## src/hdl/sbsa_pkg.sv

```systemverilog
// Shared types and constants of the send buffer slot allocator.
`timescale 1ns / 1ps

package sbsa_pkg;

	localparam int SLOT_W  = 4;
	localparam int OP_W    = 8;
	localparam int TGT_W   = 12;
	localparam int BYTES_W = 24;
	localparam int SB_W    = 21;

	localparam logic [SB_W-1:0] SLOT_BYTES_RESET = 21'd4096;

	// cap on forced completions per item; the final status always follows
	localparam int MAX_FORCED = 4;

	localparam logic KIND_FORCED = 1'b0;
	localparam logic KIND_FINAL  = 1'b1;

	typedef enum logic [1:0] {
		ACT_ALLOC   = 2'd0,
		ACT_RELEASE = 2'd1,
		ACT_FENCE   = 2'd2,
		ACT_NONE    = 2'd3
	} action_t;

	typedef enum logic [2:0] {
		STS_OK           = 3'd0,
		STS_BAD_INDEX    = 3'd1,
		STS_INCONSISTENT = 3'd2,
		STS_OUT_OF_RANGE = 3'd3,
		STS_TOO_LARGE    = 3'd4
	} status_t;

	// one slot of the ring as held in memory
	typedef struct packed {
		logic [OP_W-1:0]   op;
		logic [TGT_W-1:0]  target;
		logic [SLOT_W-1:0] first;
		logic [SLOT_W-1:0] len;
	} entry_t;

	// one result transfer
	typedef struct packed {
		logic              kind;
		logic [SLOT_W-1:0] slot;
		logic [SLOT_W-1:0] count;
		logic [OP_W-1:0]   op;
		logic [TGT_W-1:0]  target;
		status_t           status;
		logic              last;
	} res_t;

	// answer of the slot count unit
	typedef struct packed {
		logic              done;
		logic              too_large;
		logic [SLOT_W-1:0] count;
	} cnt_res_t;

endpackage

```

## src/hdl/send_buffer_slot_allocator.sv

```systemverilog
// Top level of the send buffer slot allocator: slot memory and control sequencer.
`timescale 1ns / 1ps

// Usage
//   Issue a request by raising start with the payload while busy is low; it is
//   taken at that clock edge and busy rises for any work that follows. Results
//   leave on result_valid, one cycle each: zero or more forced completions
//   (kind 0) and then one final status with last set. The receiver cannot
//   stall; each result is taken in the cycle it is shown. slot_bytes is set via
//   cfg_wr_en / cfg_wr_data; the user keeps writes to idle, the block does not.
// Timing
//   The slot entries live in one RAM with registered read data, scanned one
//   entry a cycle with the read of the next entry overlapped. Release and
//   fence with a bad index, or the unused action, answer straight from idle.
//   Release looks the entry up and frees its set. Allocation waits for the k
//   add-and-compare steps of the slot count unit, k in 1..NUM_SLOTS, primes
//   the read and scans the c granted slots; fence scans all NUM_SLOTS slots.
//   The block accepts a new request in the cycle that shows the final status.
// Reset
//   Reset frees every slot (per-slot valid flags), clears the next-free
//   pointer and sets slot_bytes to 4096. No clearing pass is needed.

module send_buffer_slot_allocator #(
	parameter int NUM_SLOTS = 4
) (
	input  logic                         clk,
	input  logic                         arst_n,
	// configuration
	input  logic                         cfg_wr_en,
	input  logic [sbsa_pkg::SB_W-1:0]    cfg_wr_data,
	// request
	input  logic                         start,
	output logic                         busy,
	input  logic [1:0]                   action,
	input  logic [sbsa_pkg::BYTES_W-1:0] request_bytes,
	input  logic [sbsa_pkg::OP_W-1:0]    op_code,
	input  logic [sbsa_pkg::TGT_W-1:0]   target,
	input  logic [sbsa_pkg::SLOT_W-1:0]  slot_index,
	input  logic [sbsa_pkg::TGT_W-1:0]   range_low,
	input  logic [sbsa_pkg::TGT_W-1:0]   range_high,
	// results
	output logic                         result_valid,
	output logic                         kind,
	output logic [sbsa_pkg::SLOT_W-1:0]  slot,
	output logic [sbsa_pkg::SLOT_W-1:0]  slot_count,
	output logic [sbsa_pkg::OP_W-1:0]    done_op,
	output logic [sbsa_pkg::TGT_W-1:0]   done_target,
	output logic [2:0]                   status,
	output logic                         last
);

	localparam int AW      = (NUM_SLOTS > 1) ? $clog2(NUM_SLOTS) : 1;
	localparam int ENTRY_W = $bits(sbsa_pkg::entry_t);
	localparam int SW      = sbsa_pkg::SLOT_W;
	localparam logic [SW-1:0] LAST_SLOT = SW'(NUM_SLOTS);
	localparam logic [2:0]    MAX_F     = 3'(sbsa_pkg::MAX_FORCED);

	typedef enum logic [2:0] {
		ST_IDLE,
		ST_DIV,
		ST_LOOKUP,
		ST_REL,
		ST_FCHK,
		ST_PRIME,
		ST_SCAN,
		ST_FIN
	} state_t;

	state_t                       state_q;
	sbsa_pkg::action_t            act_q;
	logic [sbsa_pkg::OP_W-1:0]    opc_q;
	logic [sbsa_pkg::TGT_W-1:0]   tgt_q;
	logic [SW-1:0]                sidx_q;
	logic [sbsa_pkg::TGT_W-1:0]   lo_q;
	logic [sbsa_pkg::TGT_W-1:0]   hi_q;
	logic [SW-1:0]                idx_q;
	logic [SW-1:0]                end_q;
	logic [SW-1:0]                av_q;
	logic [SW-1:0]                cnt_q;
	logic [SW-1:0]                own_q;
	logic [SW-1:0]                nf_q;
	logic [2:0]                   n_q;
	logic [NUM_SLOTS-1:0]         valid_q;
	logic [sbsa_pkg::SB_W-1:0]    sb_q;
	sbsa_pkg::res_t               res_q;
	logic                         res_valid_q;

	sbsa_pkg::action_t            act_in;
	sbsa_pkg::cnt_res_t           cnt_res;
	logic                         cnt_start;
	logic [ENTRY_W-1:0]           ram_rdata;
	logic [ENTRY_W-1:0]           ram_wdata;
	logic                         ram_we;
	logic                         ram_re;
	logic [AW-1:0]                ram_raddr;
	sbsa_pkg::entry_t             rd_entry;
	sbsa_pkg::entry_t             ent;
	logic                         in_range;
	logic                         ent_busy;
	logic                         ent_first;
	logic                         mid_set_err;
	logic                         force_done;
	logic [SW:0]                  run_end;
	logic [NUM_SLOTS-1:0]         clr_mask;
	logic [NUM_SLOTS-1:0]         set_mask;
	logic [NUM_SLOTS-1:0]         valid_d;
	logic [SW-1:0]                nxt_idx;
	logic                         last_step;
	logic [SW-1:0]                base;
	logic [SW:0]                  base_sum;
	logic [SW-1:0]                av;
	logic [SW-1:0]                av_end;

	function automatic sbsa_pkg::res_t make_res(
		input logic                        k,
		input logic [SW-1:0]               s,
		input logic [SW-1:0]               c,
		input logic [sbsa_pkg::OP_W-1:0]   op,
		input logic [sbsa_pkg::TGT_W-1:0]  tg,
		input sbsa_pkg::status_t           st,
		input logic                        l
	);
		sbsa_pkg::res_t r;
		r.kind   = k;
		r.slot   = s;
		r.count  = c;
		r.op     = op;
		r.target = tg;
		r.status = st;
		r.last   = l;
		return r;
	endfunction

	assign busy   = (state_q != ST_IDLE);
	assign act_in = sbsa_pkg::action_t'(action);

	// configuration register
	always_ff @(posedge clk or negedge arst_n) begin
		if (!arst_n) begin
			sb_q <= sbsa_pkg::SLOT_BYTES_RESET;
		end else if (cfg_wr_en) begin
			sb_q <= cfg_wr_data;
		end
	end

	// slot count unit, started with each accepted allocation
	assign cnt_start = start && !busy && (act_in == sbsa_pkg::ACT_ALLOC);

	sbsa_cnt #(
		.NUM_SLOTS(NUM_SLOTS)
	) u_cnt (
		.clk          (clk),
		.arst_n       (arst_n),
		.start        (cnt_start),
		.request_bytes(request_bytes),
		.slot_bytes   (sb_q),
		.res          (cnt_res)
	);

	// slot entry memory
	sbsa_ram #(
		.WIDTH(ENTRY_W),
		.DEPTH(NUM_SLOTS)
	) u_ram (
		.clk  (clk),
		.we   (ram_we),
		.waddr(idx_q[AW-1:0]),
		.wdata(ram_wdata),
		.re   (ram_re),
		.raddr(ram_raddr),
		.rdata(ram_rdata)
	);

	// entry under work; a slot without its valid flag reads as free and zero
	assign rd_entry = sbsa_pkg::entry_t'(ram_rdata);
	assign ent      = valid_q[idx_q[AW-1:0]] ? rd_entry : '0;

	assign in_range  = (ent.target >= lo_q) && (ent.target <= hi_q);
	assign ent_busy  = (ent.op != '0);
	assign ent_first = (ent.first == idx_q);

	// start slot busy but not the head of its set
	assign mid_set_err = (act_q == sbsa_pkg::ACT_ALLOC) && (idx_q == av_q) &&
	                     ent_busy && !ent_first;

	// head of a busy set that must be completed now
	assign force_done = ent_busy && ent_first &&
	                    ((act_q == sbsa_pkg::ACT_ALLOC) || (in_range && (ent.first != own_q)));

	assign nxt_idx   = idx_q + SW'(1);
	assign last_step = (nxt_idx == end_q);
	assign run_end   = {1'b0, idx_q} + {1'b0, ent.len};

	// slots cleared by a completed set, and the slot being written
	always_comb begin
		for (int k = 0; k < NUM_SLOTS; k++) begin
			clr_mask[k] = ((SW+1)'(k) >= {1'b0, idx_q}) && ((SW+1)'(k) < run_end);
			set_mask[k] = (SW'(k) == idx_q);
		end
	end

	// next valid flags: clear first, then mark the slot written by an allocation
	always_comb begin
		valid_d = valid_q;
		if (state_q == ST_REL) begin
			valid_d = valid_q & ~clr_mask;
		end else if ((state_q == ST_SCAN) && !mid_set_err) begin
			if (force_done) begin
				valid_d = valid_q & ~clr_mask;
			end
			if (act_q == sbsa_pkg::ACT_ALLOC) begin
				valid_d = valid_d | set_mask;
			end
		end
	end

	// memory read and write control
	always_comb begin
		ram_re    = 1'b0;
		ram_raddr = idx_q[AW-1:0];
		if ((state_q == ST_LOOKUP) || (state_q == ST_PRIME)) begin
			ram_re = 1'b1;
		end else if (state_q == ST_SCAN) begin
			ram_re    = !last_step;
			ram_raddr = nxt_idx[AW-1:0];
		end
	end

	assign ram_we    = (state_q == ST_SCAN) && (act_q == sbsa_pkg::ACT_ALLOC) && !mid_set_err;
	assign ram_wdata = {opc_q, tgt_q, av_q, cnt_q};

	// placement of an allocation: wrap to slot zero if the run would pass the end
	assign base     = (nf_q < LAST_SLOT) ? nf_q : '0;
	assign base_sum = {1'b0, base} + {1'b0, cnt_res.count};
	assign av       = (base_sum > {1'b0, LAST_SLOT}) ? '0 : base;
	assign av_end   = av + cnt_res.count;

	// sequencer: state, slot bookkeeping and result register
	always_ff @(posedge clk or negedge arst_n) begin
		if (!arst_n) begin
			state_q     <= ST_IDLE;
			valid_q     <= '0;
			nf_q        <= '0;
			n_q         <= '0;
			res_valid_q <= 1'b0;
			res_q       <= '0;
		end else begin
			res_valid_q <= 1'b0;
			valid_q     <= valid_d;
			unique case (state_q)
				ST_IDLE: begin
					if (start) begin
						act_q  <= act_in;
						opc_q  <= op_code;
						tgt_q  <= target;
						sidx_q <= slot_index;
						lo_q   <= range_low;
						hi_q   <= range_high;
						idx_q  <= slot_index;
						unique case (act_in)
							sbsa_pkg::ACT_ALLOC: begin
								state_q <= ST_DIV;
							end
							sbsa_pkg::ACT_RELEASE, sbsa_pkg::ACT_FENCE: begin
								if (slot_index >= LAST_SLOT) begin
									res_valid_q <= 1'b1;
									res_q <= make_res(sbsa_pkg::KIND_FINAL, '0, '0, '0, '0,
									                  sbsa_pkg::STS_BAD_INDEX, 1'b1);
								end else begin
									state_q <= ST_LOOKUP;
								end
							end
							sbsa_pkg::ACT_NONE: begin
								res_valid_q <= 1'b1;
								res_q <= make_res(sbsa_pkg::KIND_FINAL, '0, '0, '0, '0,
								                  sbsa_pkg::STS_OK, 1'b1);
							end
						endcase
					end
				end
				ST_DIV: begin
					if (cnt_res.done) begin
						if (cnt_res.too_large) begin
							res_valid_q <= 1'b1;
							res_q <= make_res(sbsa_pkg::KIND_FINAL, '0, '0, '0, '0,
							                  sbsa_pkg::STS_TOO_LARGE, 1'b1);
							state_q <= ST_IDLE;
						end else begin
							av_q    <= av;
							cnt_q   <= cnt_res.count;
							idx_q   <= av;
							end_q   <= av_end;
							n_q     <= '0;
							state_q <= ST_PRIME;
						end
					end
				end
				ST_LOOKUP: begin
					state_q <= (act_q == sbsa_pkg::ACT_RELEASE) ? ST_REL : ST_FCHK;
				end
				ST_REL: begin
					nf_q        <= idx_q;
					res_valid_q <= 1'b1;
					res_q <= make_res(sbsa_pkg::KIND_FINAL, idx_q, ent.len, ent.op, ent.target,
					                  sbsa_pkg::STS_OK, 1'b1);
					state_q <= ST_IDLE;
				end
				ST_FCHK: begin
					if (!in_range) begin
						res_valid_q <= 1'b1;
						res_q <= make_res(sbsa_pkg::KIND_FINAL, '0, '0, '0, '0,
						                  sbsa_pkg::STS_OUT_OF_RANGE, 1'b1);
						state_q <= ST_IDLE;
					end else begin
						own_q   <= ent.first;
						idx_q   <= '0;
						end_q   <= LAST_SLOT;
						n_q     <= '0;
						state_q <= ST_PRIME;
					end
				end
				ST_PRIME: begin
					state_q <= ST_SCAN;
				end
				ST_SCAN: begin
					if (mid_set_err) begin
						res_valid_q <= 1'b1;
						res_q <= make_res(sbsa_pkg::KIND_FINAL, '0, '0, '0, '0,
						                  sbsa_pkg::STS_INCONSISTENT, 1'b1);
						state_q <= ST_IDLE;
					end else begin
						// report a completed set while there is room
						if (force_done && (n_q < MAX_F)) begin
							res_valid_q <= 1'b1;
							res_q <= make_res(sbsa_pkg::KIND_FORCED, idx_q, ent.len, ent.op,
							                  ent.target, sbsa_pkg::STS_OK, 1'b0);
							n_q <= n_q + 3'd1;
						end
						if (last_step) begin
							if (act_q == sbsa_pkg::ACT_ALLOC) begin
								nf_q <= (end_q == LAST_SLOT) ? '0 : end_q;
							end
							state_q <= ST_FIN;
						end else begin
							idx_q <= nxt_idx;
						end
					end
				end
				ST_FIN: begin
					res_valid_q <= 1'b1;
					if (act_q == sbsa_pkg::ACT_ALLOC) begin
						res_q <= make_res(sbsa_pkg::KIND_FINAL, av_q, cnt_q, '0, '0,
						                  sbsa_pkg::STS_OK, 1'b1);
					end else begin
						res_q <= make_res(sbsa_pkg::KIND_FINAL, sidx_q, '0, '0, '0,
						                  sbsa_pkg::STS_OK, 1'b1);
					end
					state_q <= ST_IDLE;
				end
			endcase
		end
	end

	assign result_valid = res_valid_q;
	assign kind         = res_q.kind;
	assign slot         = res_q.slot;
	assign slot_count   = res_q.count;
	assign done_op      = res_q.op;
	assign done_target  = res_q.target;
	assign status       = res_q.status;
	assign last         = res_q.last;

	// leaving the busy phase always shows the final status
	a_final_on_exit: assert property (@(posedge clk) disable iff (!arst_n)
		$fell(busy) |-> result_valid && last)
		else $error("busy dropped without a final status");

	// forced completions appear only while the request is still being worked
	a_forced_in_work: assert property (@(posedge clk) disable iff (!arst_n)
		result_valid && (kind == sbsa_pkg::KIND_FORCED) |-> busy && !last)
		else $error("forced completion outside the scan");

	// the slot count unit answers only to an allocation waiting for it
	a_cnt_in_div: assert property (@(posedge clk) disable iff (!arst_n)
		cnt_res.done |-> state_q == ST_DIV)
		else $error("slot count answer outside the division wait");

	// the scan stays inside its run
	a_scan_bound: assert property (@(posedge clk) disable iff (!arst_n)
		state_q == ST_SCAN |-> idx_q < end_q)
		else $error("scan index past the end of the run");

	// the scan advances one slot a cycle
	a_scan_step: assert property (@(posedge clk) disable iff (!arst_n)
		(state_q == ST_SCAN) && $past(state_q == ST_SCAN) |-> idx_q == $past(idx_q) + SW'(1))
		else $error("scan did not advance by one slot");

endmodule

```

## src/hdl/sbsa_ram.sv

```systemverilog
// Generic single-port-write, single-port-read RAM with registered read data.
`timescale 1ns / 1ps

module sbsa_ram #(
	parameter int WIDTH = 28,
	parameter int DEPTH = 4
) (
	input  logic                                   clk,
	input  logic                                   we,
	input  logic [((DEPTH > 1) ? $clog2(DEPTH) : 1)-1:0] waddr,
	input  logic [WIDTH-1:0]                       wdata,
	input  logic                                   re,
	input  logic [((DEPTH > 1) ? $clog2(DEPTH) : 1)-1:0] raddr,
	output logic [WIDTH-1:0]                       rdata
);

	logic [WIDTH-1:0] mem_q [DEPTH];
	logic [WIDTH-1:0] rdata_q;

	// write port
	always_ff @(posedge clk) begin
		if (we) begin
			mem_q[waddr] <= wdata;
		end
	end

	// registered read port
	always_ff @(posedge clk) begin
		if (re) begin
			rdata_q <= mem_q[raddr];
		end
	end

	assign rdata = rdata_q;

endmodule

```

## src/hdl/sbsa_cnt.sv

```systemverilog
// Slot count unit: smallest k >= 1 with k * slot_bytes >= request_bytes.
`timescale 1ns / 1ps

module sbsa_cnt #(
	parameter int NUM_SLOTS = 4
) (
	input  logic                          clk,
	input  logic                          arst_n,
	input  logic                          start,
	input  logic [sbsa_pkg::BYTES_W-1:0]  request_bytes,
	input  logic [sbsa_pkg::SB_W-1:0]     slot_bytes,
	output sbsa_pkg::cnt_res_t            res
);

	localparam int ACC_W = sbsa_pkg::SB_W + sbsa_pkg::SLOT_W;
	localparam logic [sbsa_pkg::SLOT_W-1:0] LAST_K = sbsa_pkg::SLOT_W'(NUM_SLOTS);

	logic                         busy_q;
	logic [sbsa_pkg::BYTES_W-1:0] bytes_q;
	logic [ACC_W-1:0]             acc_q;
	logic [sbsa_pkg::SLOT_W-1:0]  k_q;
	sbsa_pkg::cnt_res_t           res_q;
	logic [sbsa_pkg::SB_W-1:0]    sb_eff;
	logic                         hit;

	// a zero slot size counts as one byte
	assign sb_eff = (slot_bytes == '0) ? sbsa_pkg::SB_W'(1) : slot_bytes;
	assign hit    = acc_q >= ACC_W'(bytes_q);

	// add one slot size per cycle until the running total covers the request
	always_ff @(posedge clk or negedge arst_n) begin
		if (!arst_n) begin
			busy_q <= 1'b0;
			res_q  <= '0;
		end else begin
			res_q.done <= 1'b0;
			if (start) begin
				busy_q  <= 1'b1;
				bytes_q <= request_bytes;
				acc_q   <= ACC_W'(sb_eff);
				k_q     <= sbsa_pkg::SLOT_W'(1);
			end else if (busy_q) begin
				if (hit) begin
					busy_q          <= 1'b0;
					res_q.done      <= 1'b1;
					res_q.too_large <= 1'b0;
					res_q.count     <= k_q;
				end else if (k_q == LAST_K) begin
					busy_q          <= 1'b0;
					res_q.done      <= 1'b1;
					res_q.too_large <= 1'b1;
					res_q.count     <= '0;
				end else begin
					acc_q <= acc_q + ACC_W'(sb_eff);
					k_q   <= k_q + sbsa_pkg::SLOT_W'(1);
				end
			end
		end
	end

	assign res = res_q;

endmodule
```

## config.mk

```make
export PLATFORM = sky130hd
export DESIGN_NAME = send_buffer_slot_allocator
export DESIGN_NICKNAME = d
export VERILOG_FILES = /design/src/hdl/sbsa_pkg.sv /design/src/hdl/send_buffer_slot_allocator.sv /design/src/hdl/sbsa_ram.sv /design/src/hdl/sbsa_cnt.sv
export SDC_FILE = /design/constraint.sdc
export NUM_CORES = 1
export LEC_CHECK = 0
export BUFFER_PORTS_ARGS = -buffer_cell sky130_fd_sc_hd__buf_4
export CORE_ASPECT_RATIO = 0.5
export CORE_MARGIN = 4
export CORE_UTILIZATION = 34
export DETAILED_ROUTE_END_ITERATION = 16
export GPL_ROUTABILITY_DRIVEN = 0
export GPL_TIMING_DRIVEN = 0
export SLEW_MARGIN = 15
export SYNTH_ARGS = -nofsm -noshare
export SYNTH_HDL_FRONTEND = slang
export SYNTH_SLANG_ARGS = --single-unit
```

## constraint.sdc

```tcl
create_clock -name clk -period 4.1 [get_ports clk]
set_input_delay 0.615 -clock clk [delete_from_list [all_inputs] [get_ports clk]]
set_output_delay 0.615 -clock clk [all_outputs]
set_load 0.02 [all_outputs]
```

==> results by stage <==
Global routing:
- The total congestion overflow after global routing is 0.
- The met3 track demand over resource is 3.251%.
- For this run, global-route usage on met1 was measured as 20.79%.
- The number of global-route vias before repair is 11120.
- Global routing used 25.40% of the available met2 tracks.
- The first-pass GRT wire length is 63250 µm.
- Across every metal layer, demand over resource in global routing totals 15.45%.
- In this run the most used layer during global routing was met2.
- The maximum number of pins on one net before global-route repair is 88.
- The number of antenna violations at the first check in global routing was 0.

STA:
- The ratio of final minimum period to clock period is 96.29%.
- After routing, the total negative slack on setup checks comes to 0 ns.
- The tightest slew margin relative to the limit is 25.35%.
- The post-layout minimum cycle time is 3.948 ns.
- Static timing analysis puts the maximum clock frequency at 253.3 MHz.
- Across the routed clock network, the largest skew measured is 0.02806 ns.
- The number of setup violations in the final report is 0.
- The count of final hold-check violations is 0.
- The max-slew violation count is 0.
- Final hold analysis gives a worst-case slack of 0.1172 ns.
- At the pin with the least slew margin, the transition time is 1.120 ns.

Synth:
- Yosys mapped a number of flops with a built-in enable equal to 263.
- The leading register cell type out of synthesis is edfxtp_1.
- The post-synthesis xor/xnor area fraction is 1.531%.
- The share of the Yosys chip area taken by registers is 58.92%.
- The mux cell area share after synthesis is 4.789%.
- In this run the cell area of the synthesized design comes to 16590 µm².
- After synthesis, the largest family of logic cells by area is compound AO/OA/AOI/OAI gates.
- The flop and latch count out of synthesis is 338.
- The cell count after synthesis came out at 1362.
- The share of synthesized cell area in and, or, nand and nor gates is 11.25%.
- The compound-gate portion of the synthesized area is 12.38%.
- Of all flip-flops after synthesis, the portion carrying an async set or reset was 22.19%.
- The post-synthesis area per instance is 12.18 µm².
- The fraction of the mapped netlist area in adder cells is 7.195%.
- Counting distinct cell types in the post-synthesis netlist gives 79.
- The Yosys step of the flow raised 0 warnings.

Detailed routing:
- The routed design has 40940 µm of wire.
- After detailed routing, the number of remaining DRC violations is 0.
- The detail-routed via count per cell is 5.077.
- Once detail routing completed, the nets flagged for antenna violations numbered 0.
- For this block, the initial DRC count from the detailed router was 845.
- In the final routed layout, each cell accounts on average for 18.56 µm.
- Summing over every cut layer, the via total after detailed routing is 11200.
- The number of optimization iterations in the first detailed-route pass is 5.

Setup path:
- The worst register-to-register path has a setup slack of 0.15 ns.
- The worst path arrival time is 4.37 ns.
- The critical path class is flip-flop to flip-flop.
- The number of cells on the worst reg-to-reg path is 14.
- The type of origin of the critical path is a flip-flop.
- The critical path data required time is 4.53 ns.
- STA classifies the critical path endpoint as a flip-flop.
- The worst register-to-register path begins at idx_q[0]$_DFFE_PP_.
- The destination of the critical timing path is done_target[8]$_DFFE_PN0P_.
- Along the worst path, the maximum fanout reaches 10.
- The beginning of the critical path is idx_q[0]$_DFFE_PP_.
- The worst register-to-register path ends at done_target[8]$_DFFE_PN0P_.

Floorplan:
- The initial utilization of the core area, before any placement, comes to 34.92%.
- Pin placement for this block handled 134 I/O pins.
- The floorplan step defined a core boundary enclosing 47510 µm².
- The initialized floorplan defines 56 standard-cell rows.
- The chip width is 320.4 µm.
- The die area is 52610 µm².
- The vertical die dimension is 164.2 µm.

Final layout:
- Compared with the post-synthesis result, the final layout area differs by 19.06%.
- The number of antenna diodes in the final layout is 0.
- Leaving out fill and tap cells, the most frequent cell in the layout is edfxtp_1.
- The layout has 4506 filler cells.
- The library cells used most frequently in the layout, excluding fill and tap cells, are edfxtp_1 (263), nand2_1 (147), buf_4 (138).
- Cells with a size suffix above 1 make up 17.98% of the layout.
- The net count reported at finish is 1733.
- The post-route cell area is 19750 µm².

Place:
- Port buffering added 133 buffers.
- In this run the cell area measured after placement is 18500 µm².
- The detailed placer's ending HPWL is 29230 µm.

Min path:
- In this run the worst hold path is classified as primary input to async pin.

Clock tree:
- The number of buffers inserted during clock tree synthesis is 35.
- The clock sink count is 338.
- The tree is rooted in a clkbuf_16.
- In this run the deepest clock path goes through 3 buffers.
- TritonCTS built the clock tree.
- After clock tree synthesis, the clock-pin slew on the worst setup and hold paths is 0.07 ns.
- Hold repair after CTS inserted 0 buffers.
- The number of H-tree levels is 2.
- For the worst-skew pair, the clock arrives at the later sink with an insertion delay of 0.54 ns.

Power and ir drop:
- In this run the power density over the cells is 532.8 nW/µm².
- The internal portion of total power is 7083 µW.
- Net switching is 32.70% of the power.
- The share of total power dissipated in the clock network is 31.3%.
- In this run, flip-flops and latches consume 41.7% of the power.
- The largest voltage drop on the vdd net is 0.0002553 V.
- Summed over all cells, the static leakage comes to 0.007892 µW.
- For this design the total switching power over the nets is 3442 µW.
- Combinational logic is responsible for 27.0% of the overall power.

Run status:
- The flow ran to the end, and the final reports show no timing, DRC or antenna violations.

Run:
- The reported max-cap violation count is 0.
==> how the worst min path moves through the flow <==
stage                            start                            to  slack [ns]  cells past startpoint
detailed placement  tgt_q[2]$_DFFE_PP_  u_ram.mem_q[1][10]$_DFFE_PP_        0.48                      0
CTS                             arst_n          sb_q[19]$_DFFE_PN0P_        0.20                      1
global placement    tgt_q[5]$_DFFE_PP_  u_ram.mem_q[0][13]$_DFFE_PP_        0.48                      0
global route                    arst_n        done_op[3]$_DFFE_PN0P_        0.19                      1
finish                          arst_n        done_op[7]$_DFFE_PN0P_        0.12                      1
floorplan                       arst_n        done_op[0]$_DFFE_PN0P_        0.32                      0
==> cells in the mapped netlist, drive strengths merged, types with 7 or more instances <==
library cell,n,area share [%]
edfxtp,263,48
nand2,148,3.3
ha,89,6.7
inv,85,1.9
dfrtp,74,11
clkbuf,60,1.4
o21ai,53,1.6
nor2,47,1.1
mux2,45,3.5
a21oi,43,1.3
a31oi,41,1.6
a211oi,40,1.8
and3,40,1.5
and2,38,1.4
a21o,21,0.95
mux2i,19,1.1
nand3,18,0.54
xor2,18,0.95
buf,17,0.58
nor4,14,0.53
nor2b,12,0.45
nor3,12,0.36
o21a,12,0.54
o31ai,11,0.58
xnor2,11,0.58
a22o,10,0.53
nand4,8,0.30
nand2b,7,0.26
nand3b,7,0.32
==> worst max-delay path, stage by stage (launching register included) <==
cell and delay [ns]:
edfxtp_1 0.42, mux4_2 0.56, buf_4 0.20, clkbuf_2 0.18, and2_1 0.23, ha_1 0.29
a21oi_1 0.14, o21ai_0 0.12, a211o_1 0.30, a211o_1 0.29, nand2_1 0.15, o31ai_4 0.10
a31oi_4 0.30, buf_6 0.23, mux2_4 0.31
==> power by group through the flow <==
stage | registers (µW) | clock network, µW | logic [µW]
6_report | 4390 | 3300 | 2840
5_1_grt | 4430 | 3520 | 3140
4_1_cts | 4390 | 3370 | 2800
3_5_place_dp | 4470 | 0 | 2760
3_3_place_gp | 4470 | 0 | 2720
2_1_floorplan | 4410 | 0 | 1840
==> through the flow <==
| step | total power [µW] | utilization (%) | instances | setup WS, ns |
|---|---|---|---|---|
| global placement | 7192 | 38.74 | 2137 | -1.314 |
| global route | 11080 | 41.58 | 2206 | -0.009512 |
| detailed placement | 7227 | 38.93 | 2140 | -0.3948 |
| CTS | 10560 | 41.45 | 2206 | 0.005528 |
| floorplan | 6249 | - | 1366 | 0.4115 |
| finish | 10520 | 41.58 | 2206 | 0.1521 |
==> logic make-up (layout without fill, tap and decap cells) <==
logic type / count (synthesis) / in the layout
buf+inv: 164 / 366
fa+ha+maj: 93 / 93
simple gates: 375 / 375
compound gates: 297 / 297
other cells: 1 / 5
xor+xnor: 29 / 29
mux: 65 / 65
flops: 338 / 338
==> registers in the layout, summed over array words and instances, names as in the netlist, 8 cells and up <==
signal and cells:
done_op 8, done_target 12, hi_q 12, lo_q 12, opc_q 8, sb_q 21, tgt_q 12, u_cnt.acc_q 25
u_cnt.bytes_q 24, u_ram.mem_q 112, u_ram.rdata 28
==> final cells by class <==
class | count | area [µm²] | share of cell area, %
Buffer | 77 | 340.3 | 1.723
Clock buffer | 42 | 902.1 | 4.567
Clock inverter | 22 | 266.5 | 1.349
Inverter | 87 | 326.6 | 1.653
Multi-Input combinational cell | 864 | 6260 | 31.69
Sequential cell | 338 | 9776 | 49.49
Tap cell | 638 | 798.3 | 4.041
Timing Repair Buffer | 138 | 1085 | 5.492
==> per-layer routing <==
metal / vias to the layer above / routed length, µm
met2: 243 / 19210
met3: 52 / 2117
met5: - / 0
li1: 5414 / -
met4: 0 / 898
met1: 5491 / 18710
==> repair_timing <==
action                     CTS  global route
hold endpoints to repair     0             0
pin swaps                    0             2
setup endpoints to repair   64            96
buffers inserted             2             0
resized for setup            4            32
Note: power is estimated with default switching activity, not from simulation.
